`src/sv/sfsc_pkg.sv`:
```
// ----------------------------------------------------------------------------
// sfsc_pkg
// Shared types and constants of the serial frame and string capture unit.
// ----------------------------------------------------------------------------
package sfsc_pkg;

	localparam int unsigned MAX_LINE_BYTES = 4096;
	localparam int unsigned LINE_W         = $clog2(MAX_LINE_BYTES) + 1;
	localparam int unsigned OFF_W          = $clog2(MAX_LINE_BYTES);
	localparam int unsigned STR_IDX_W      = 4;
	localparam int unsigned CFG_DATA_W     = LINE_W;

	localparam logic [LINE_W-1:0] MAX_LINE_LEN = LINE_W'(MAX_LINE_BYTES);

	localparam logic [LINE_W-1:0]    RST_LINE_BYTES      = LINE_W'(3840);
	localparam logic [7:0]           RST_LINES_PER_FRAME = 8'd30;
	localparam logic [STR_IDX_W-1:0] RST_NAME_LIMIT      = 4'd9;
	localparam logic [STR_IDX_W-1:0] RST_ADDR_LIMIT      = 4'd15;
	localparam logic [7:0]           RST_START_MARKER    = 8'h5A;
	localparam logic [7:0]           RST_END_MARKER      = 8'hA5;
	localparam logic [7:0]           RST_NAME_TAG        = 8'h4E;
	localparam logic [7:0]           RST_ADDR_TAG        = 8'h49;

	typedef enum logic [2:0] {
		REG_LINE_BYTES      = 3'd0,
		REG_LINES_PER_FRAME = 3'd1,
		REG_NAME_LIMIT      = 3'd2,
		REG_ADDR_LIMIT      = 3'd3,
		REG_START_MARKER    = 3'd4,
		REG_END_MARKER      = 3'd5,
		REG_NAME_TAG        = 3'd6,
		REG_ADDR_TAG        = 3'd7
	} reg_index_t;

	typedef enum logic [1:0] {
		STR_IDLE = 2'd0,
		STR_NAME = 2'd1,
		STR_ADDR = 2'd2
	} str_mode_t;

	typedef struct packed {
		logic [LINE_W-1:0]    line_bytes;
		logic [7:0]           lines_per_frame;
		logic [STR_IDX_W-1:0] name_limit;
		logic [STR_IDX_W-1:0] addr_limit;
		logic [7:0]           start_marker;
		logic [7:0]           end_marker;
		logic [7:0]           name_tag;
		logic [7:0]           addr_tag;
	} cfg_t;

	typedef struct packed {
		logic [7:0] rx_byte;
		logic       hold_off;
	} in_item_t;

	typedef struct packed {
		logic                 img_write;
		logic                 img_bank;
		logic [OFF_W-1:0]     img_offset;
		logic [7:0]           img_byte;
		logic                 line_done;
		logic                 frame_done;
		logic                 image_start;
		logic                 str_write;
		logic                 str_select;
		logic [STR_IDX_W-1:0] str_index;
		logic [7:0]           str_char;
		logic                 str_done;
	} out_item_t;

endpackage

```
`src/sv/sfsc_cfg.sv`:
```
// ----------------------------------------------------------------------------
// sfsc_cfg
// Configuration register file; decodes index and captures masked data.
// ----------------------------------------------------------------------------
module sfsc_cfg (
	input  logic                           clk,
	input  logic                           arst_n,
	input  logic                           wr_en,
	input  sfsc_pkg::reg_index_t           wr_index,
	input  logic [sfsc_pkg::CFG_DATA_W-1:0] wr_data,
	output sfsc_pkg::cfg_t                 cfg
);
	import sfsc_pkg::*;

	cfg_t cfg_q;

	always_ff @(posedge clk or negedge arst_n) begin
		if (!arst_n) begin
			cfg_q.line_bytes      <= RST_LINE_BYTES;
			cfg_q.lines_per_frame <= RST_LINES_PER_FRAME;
			cfg_q.name_limit      <= RST_NAME_LIMIT;
			cfg_q.addr_limit      <= RST_ADDR_LIMIT;
			cfg_q.start_marker    <= RST_START_MARKER;
			cfg_q.end_marker      <= RST_END_MARKER;
			cfg_q.name_tag        <= RST_NAME_TAG;
			cfg_q.addr_tag        <= RST_ADDR_TAG;
		end else if (wr_en) begin
			unique case (wr_index)
				REG_LINE_BYTES:      cfg_q.line_bytes      <= wr_data[LINE_W-1:0];
				REG_LINES_PER_FRAME: cfg_q.lines_per_frame <= wr_data[7:0];
				REG_NAME_LIMIT:      cfg_q.name_limit      <= wr_data[STR_IDX_W-1:0];
				REG_ADDR_LIMIT:      cfg_q.addr_limit      <= wr_data[STR_IDX_W-1:0];
				REG_START_MARKER:    cfg_q.start_marker    <= wr_data[7:0];
				REG_END_MARKER:      cfg_q.end_marker      <= wr_data[7:0];
				REG_NAME_TAG:        cfg_q.name_tag        <= wr_data[7:0];
				REG_ADDR_TAG:        cfg_q.addr_tag        <= wr_data[7:0];
				default: ;
			endcase
		end
	end

	assign cfg = cfg_q;

endmodule

```
`src/sv/sfsc_step.sv`:
```
// ----------------------------------------------------------------------------
// sfsc_step
// Capture state and steering logic for one byte: line store, strings, starts.
// ----------------------------------------------------------------------------
module sfsc_step (
	input  logic                clk,
	input  logic                arst_n,
	input  logic                advance,
	input  sfsc_pkg::cfg_t      cfg,
	input  sfsc_pkg::in_item_t  item,
	output sfsc_pkg::out_item_t result
);
	import sfsc_pkg::*;

	logic                 capture_q;
	logic                 bank_q;
	logic [OFF_W-1:0]     offset_q;
	logic [7:0]           line_cnt_q;
	str_mode_t            mode_q;
	logic [STR_IDX_W-1:0] str_idx_q;

	logic [LINE_W-1:0]    len_eff;
	logic [7:0]           lpf_eff;
	logic [LINE_W-1:0]    off_inc;
	logic [8:0]           cnt_inc;
	logic                 line_end;
	logic                 frame_end;
	logic                 capture_mid;
	logic                 str_act;
	logic [STR_IDX_W-1:0] str_lim;
	logic                 str_term;
	str_mode_t            mode_mid;
	logic                 start_img;
	logic                 capture_next;
	str_mode_t            mode_next;

	always_comb begin
		if (cfg.line_bytes > MAX_LINE_LEN)
			len_eff = MAX_LINE_LEN;
		else if (cfg.line_bytes == '0)
			len_eff = LINE_W'(1);
		else
			len_eff = cfg.line_bytes;
		lpf_eff = (cfg.lines_per_frame == 8'd0) ? 8'd1 : cfg.lines_per_frame;

		off_inc   = {1'b0, offset_q} + LINE_W'(1);
		cnt_inc   = {1'b0, line_cnt_q} + 9'd1;
		line_end  = capture_q && (off_inc >= len_eff);
		frame_end = line_end && (cnt_inc >= {1'b0, lpf_eff});
		capture_mid = capture_q && !frame_end;

		str_act  = (mode_q == STR_NAME) || (mode_q == STR_ADDR);
		str_lim  = (mode_q == STR_NAME) ? cfg.name_limit : cfg.addr_limit;
		str_term = str_act && ((item.rx_byte == cfg.end_marker) || (str_idx_q >= str_lim));
		mode_mid = (str_act && !str_term) ? mode_q : STR_IDLE;

		start_img = (item.rx_byte == cfg.start_marker) && !capture_mid &&
		            !item.hold_off && (mode_mid == STR_IDLE);
		capture_next = capture_mid || start_img;

		mode_next = mode_mid;
		if (!capture_next && (mode_mid == STR_IDLE)) begin
			if (item.rx_byte == cfg.name_tag)
				mode_next = STR_NAME;
			else if (item.rx_byte == cfg.addr_tag)
				mode_next = STR_ADDR;
		end
	end

	always_comb begin
		result             = '0;
		result.img_write   = capture_q;
		result.line_done   = line_end;
		result.frame_done  = frame_end;
		result.image_start = start_img;
		if (capture_q) begin
			result.img_bank   = bank_q;
			result.img_offset = offset_q;
			result.img_byte   = item.rx_byte;
		end
		result.str_write = str_act;
		result.str_done  = str_term;
		if (str_act) begin
			result.str_select = (mode_q == STR_ADDR);
			result.str_index  = str_idx_q;
			result.str_char   = str_term ? 8'd0 : item.rx_byte;
		end
	end

	always_ff @(posedge clk or negedge arst_n) begin
		if (!arst_n) begin
			capture_q  <= 1'b0;
			bank_q     <= 1'b0;
			offset_q   <= '0;
			line_cnt_q <= '0;
			mode_q     <= STR_IDLE;
			str_idx_q  <= '0;
		end else if (advance) begin
			capture_q <= capture_next;
			mode_q    <= mode_next;
			if (capture_q)
				offset_q <= line_end ? '0 : off_inc[OFF_W-1:0];
			if (line_end) begin
				bank_q     <= ~bank_q;
				line_cnt_q <= frame_end ? 8'd0 : cnt_inc[7:0];
			end
			if (str_act)
				str_idx_q <= str_term ? '0 : str_idx_q + STR_IDX_W'(1);
		end
	end

endmodule

```
`src/sv/serial_frame_and_string_capture_unit.sv`:
```
// ----------------------------------------------------------------------------
// serial_frame_and_string_capture_unit
// Steers received serial bytes into a ping-pong line store and two strings.
// ----------------------------------------------------------------------------
// One byte is taken per clock cycle with no bubbles while the output does
// not stall: a byte is registered on transfer, resolved against the capture
// state while it sits in the input register, and its result lands in the
// output register when the step advances; the rate is set by the single
// capture/steering stage. Input stall follows output stall only when both
// the input and output registers are full. Configuration writes are always
// ready and must be made while no byte is in flight.
module serial_frame_and_string_capture_unit (
	input  logic                            clk,
	input  logic                            arst_n,
	input  logic                            in_valid,
	output logic                            in_stall,
	input  sfsc_pkg::in_item_t              in_item,
	output logic                            out_valid,
	input  logic                            out_stall,
	output sfsc_pkg::out_item_t             out_item,
	input  logic                            cfg_valid,
	output logic                            cfg_ready,
	input  sfsc_pkg::reg_index_t            cfg_index,
	input  logic [sfsc_pkg::CFG_DATA_W-1:0] cfg_data
);
	import sfsc_pkg::*;

	cfg_t      cfg;
	in_item_t  item_s1;
	logic      valid_s1;
	out_item_t result;
	out_item_t item_s2;
	logic      valid_s2;
	logic      advance;

	assign cfg_ready = 1'b1;
	assign advance   = valid_s1 && (!valid_s2 || !out_stall);
	assign in_stall  = valid_s1 && !advance;

	sfsc_cfg u_cfg (
		.clk      (clk),
		.arst_n   (arst_n),
		.wr_en    (cfg_valid && cfg_ready),
		.wr_index (cfg_index),
		.wr_data  (cfg_data),
		.cfg      (cfg)
	);

	sfsc_step u_step (
		.clk     (clk),
		.arst_n  (arst_n),
		.advance (advance),
		.cfg     (cfg),
		.item    (item_s1),
		.result  (result)
	);

	always_ff @(posedge clk or negedge arst_n) begin
		if (!arst_n) begin
			valid_s1 <= 1'b0;
			valid_s2 <= 1'b0;
		end else begin
			if (!in_stall)
				valid_s1 <= in_valid;
			if (advance)
				valid_s2 <= 1'b1;
			else if (!out_stall)
				valid_s2 <= 1'b0;
		end
	end

	always_ff @(posedge clk) begin
		if (!in_stall && in_valid)
			item_s1 <= in_item;
		if (advance)
			item_s2 <= result;
	end

	assign out_valid = valid_s2;
	assign out_item  = item_s2;

endmodule

```
`config.mk`:
```
export PLATFORM = sky130hd
export DESIGN_NAME = serial_frame_and_string_capture_unit
export DESIGN_NICKNAME = d
export VERILOG_FILES = /design/src/sv/sfsc_pkg.sv /design/src/sv/sfsc_cfg.sv /design/src/sv/sfsc_step.sv /design/src/sv/serial_frame_and_string_capture_unit.sv
export SDC_FILE = /design/constraint.sdc
export NUM_CORES = 1
export LEC_CHECK = 0
export ABC_CLOCK_PERIOD_IN_PS = 4000
export BUFFER_PORTS_ARGS = -buffer_cell sky130_fd_sc_hd__buf_2
export CAP_MARGIN = 20
export CORE_MARGIN = 2
export CORE_UTILIZATION = 50
export CTS_CLUSTER_SIZE = 14
export DETAILED_ROUTE_END_ITERATION = 8
export GPL_TIMING_DRIVEN = 0
export PLACE_DENSITY = 0.7
export SKIP_LAST_GASP = 1
export SLEW_MARGIN = 20
export SYNTH_ARGS = -nofsm -noshare
export SYNTH_HDL_FRONTEND = slang
export SYNTH_SLANG_ARGS = --single-unit
```
`constraint.sdc`:
```
create_clock -name clk -period 4 [get_ports clk]
set_input_delay 0.2 -clock clk [delete_from_list [all_inputs] [get_ports clk]]
set_output_delay 0.2 -clock clk [all_outputs]
set_load 0.02 [all_outputs]
```
==> flow_summary.ini <==
[cts]
clock-sinks = 140
insertion_delay_ns = 0.43
htree_levels = 4
cts_made_buffers = 17
path_clk_slew_ns = 0.06
cts-root-buf = clkbuf_16
post_cts_buffers = 0
clockBufferDepth = 2
cts_tree = built

[sta]
slew_viol_final = 0
fmax_mhz = 283
worst_slew_pin_slew_ns = 0.758
finalWorstSetupSlack_ns = 0.467
setup_viol = 0
skew_ns = 0.00867
hold_viol_final = 0
slew_headroom_pct = 49.1
tns_ns = 0
rsz0062_at_grt = no
final.min_clock_period_ns = 3.53
fin_crit_sh_pct = 88.3

[setup_path]
cp.required_ns = 4.31
worst_setup_path_end_kind = flip-flop
setup.worst_path.class = flip-flop to flip-flop
critPathMaxFanout = 10
critPathLaunchType = flip-flop
cp.arrival_ns = 3.84

[yosys]
postSynth.asyncResetShare_pct = 65.0
synth.distinct_cells = 52
synth.avg_cell_area_um2 = 11.9
ys.flop_type = dfrtp_1
ys_ff_latch = 140
syn_inst = 577
synth-edff-count = 49
ys_seq_area_share_pct = 55.0
synth_nets = 637
syn_area_um2 = 6880
ys_warn_count = 0

[placed_design]
place.gp.congestion = 0.889
place_ws_ns = 0.481
dp.final_hpwl_um = 9810
io_buffers = 68

[detailed_routing]
vias = 4560
drtAntennaViolNets = 0
viasPerCell = 5.24
drtIter0Drc = 226
post-route-drc-count = 0
routedWlPerCell_um = 15.5
wirelength_um = 13500
dr.pass1.iters = 4

[floorplanning]
ios = 73
core_region_area_um2 = 13300
die_x_um = 121
die_y_um = 121
die_area_um2 = 14700
initial_core_util_pct = 51.5
rows = 42

[global_route]
grt_use_met2_pct = 31.5
grt_pass1_vias = 4524
use_met1_pct = 26.4
grt_max_degree = 57
grt_pass1_wl_um = 22000
overflow = 0
busiest_layer = met2
grt_use_total_pct = 19.9
met3_usage_pct = 4.14
antenna_found_initial = 0

[run]
drv_cap = 0

[finish]
nNetsFinal = 742
antennaDiodeCount = 0
area_growth_pct = 19.3
fillers = 1082
multi_input_area_um2 = 2890
mostFrequentLayoutCell = buf_2
layout_common_cells = buf_2, dfrtp_1, nand2_1
drive_gt1_share_pct = 30.1
seq_area_um2 = 3780

[power]
p_leak_nw = 3.51
power.total_mw = 4.38
ir_drop_v = 0.000280
pwr_density_cell_nw_per_um2 = 534

[hold_path]
hold_path.class = input pin to flip-flop

[outcome]
status = finished, final reports clean
==> worst paths after layout <==
path	end	cells after the start	slack, ns	start
min reg2reg	out_item[39]	0	0.44	u_step.capture_q
min in group asynchronous	u_step.line_cnt_q[6]	2	0.29	arst_n
max reg2reg	u_step.line_cnt_q[5]	13	0.47	u_step.offset_q[0]
max in group asynchronous	u_cfg.cfg[14]	3	3.02	arst_n
min	valid_s1	3	0.09	out_stall
max	u_step.line_cnt_q[5]	13	0.47	u_step.offset_q[0]
==> per-stage QoR <==
stage | area [um^2] | utilization, % | hold WS (ns) | std cells
6_report | 8210 | 61.5 | 0.0922 | 871
5_1_grt | 8210 | 61.5 | 0.0946 | 871
4_1_cts | 8210 | 61.5 | 0.0743 | 871
3_5_place_dp | 7490 | 56.1 | 0.205 | 823
3_3_place_gp | 7440 | 55.7 | 0.377 | 821
2_1_floorplan | 6880 | - | -0.0956 | 577
==> synth_stat cells (11+ instances only) <==
master    count  area, um^2
a21oi_1      11        55.1
and2_1       31         194
buf_2        12        60.1
clkbuf_1     14        52.6
dfrtp_1      62        1550
dfstp_2      29         762
edfxtp_1     49        1470
ha_1         30         375
inv_1        19        71.3
mux2_2       55         619
nand2_1      61         229
nand3_1      17        85.1
nor2_1       15        56.3
o21ai_0      24         120
xnor2_1      26         228
xor2_1       23         201
==> per-layer routing <==
layer	vias up	routed length, um
met5	-	0
met4	0	292
met3	25	610
met2	98	6400
met1	2194	6240
li1	2243	-
==> layout make-up <==
class	instances	area share, %
inverter	19	0.869
clock inverter	14	1.57
sequential	140	46.1
timing repair buffer	86	6.71
tap	176	2.68
multi-input combinational	390	35.3
buffer	28	1.56
clock buffer	18	5.23
==> report_power, final <==
part | internal [mW] | switching [mW] | total [mW]
logic | 0.443 | 0.521 | 0.963
registers | 1.78 | 0.158 | 1.94
clock network | 0.903 | 0.570 | 1.47
total | 3.13 | 1.25 | 4.38
==> registers in the layout (all words and copies together) (netlist names) <==
register,flops
u_cfg.cfg,61
out_item,40
u_step.offset_q,12
item_s1,9
u_step.line_cnt_q,8
u_step.str_idx_q,4
u_step.mode_q,2
out_valid,1
u_step.bank_q,1
u_step.capture_q,1
valid_s1,1
==> cell families after synthesis <==
kind of cell / after synthesis / share of synthesized area (%)
multiplexers: 58 / 9.44
adder cells (fa/ha/maj): 30 / 5.46
AND/OR/NAND/NOR: 186 / 14.6
AO/OA/AOI/OAI: 66 / 6.28
other: 1 / 0.0545
buffers and inverters: 47 / 2.89
XOR/XNOR: 49 / 6.24
flip-flops: 140 / 55.0
==> repair_timing <==
| action | 4_1_cts | 5_1_grt |
|---|---|---|
| setup endpoints to repair | 0 | 0 |
| hold endpoints to repair | 45 | 0 |
| resized for setup | 0 | 0 |
| hold buffers | 16 | 0 |
==> critical path, stage by stage, from the launching register on <==
cell	delay, ns
dfrtp_1	0.47
ha_1	0.27
nand3_1	0.20
nor2_1	0.22
nand4_1	0.14
xnor2_1	0.19
ha_1	0.31
nand4_1	0.13
nor3_1	0.22
o21ai_0	0.14
nand3_1	0.29
clkbuf_1	0.45
o211ai_1	0.18
a22o_1	0.22
Power figures use the tool's default switching activity.
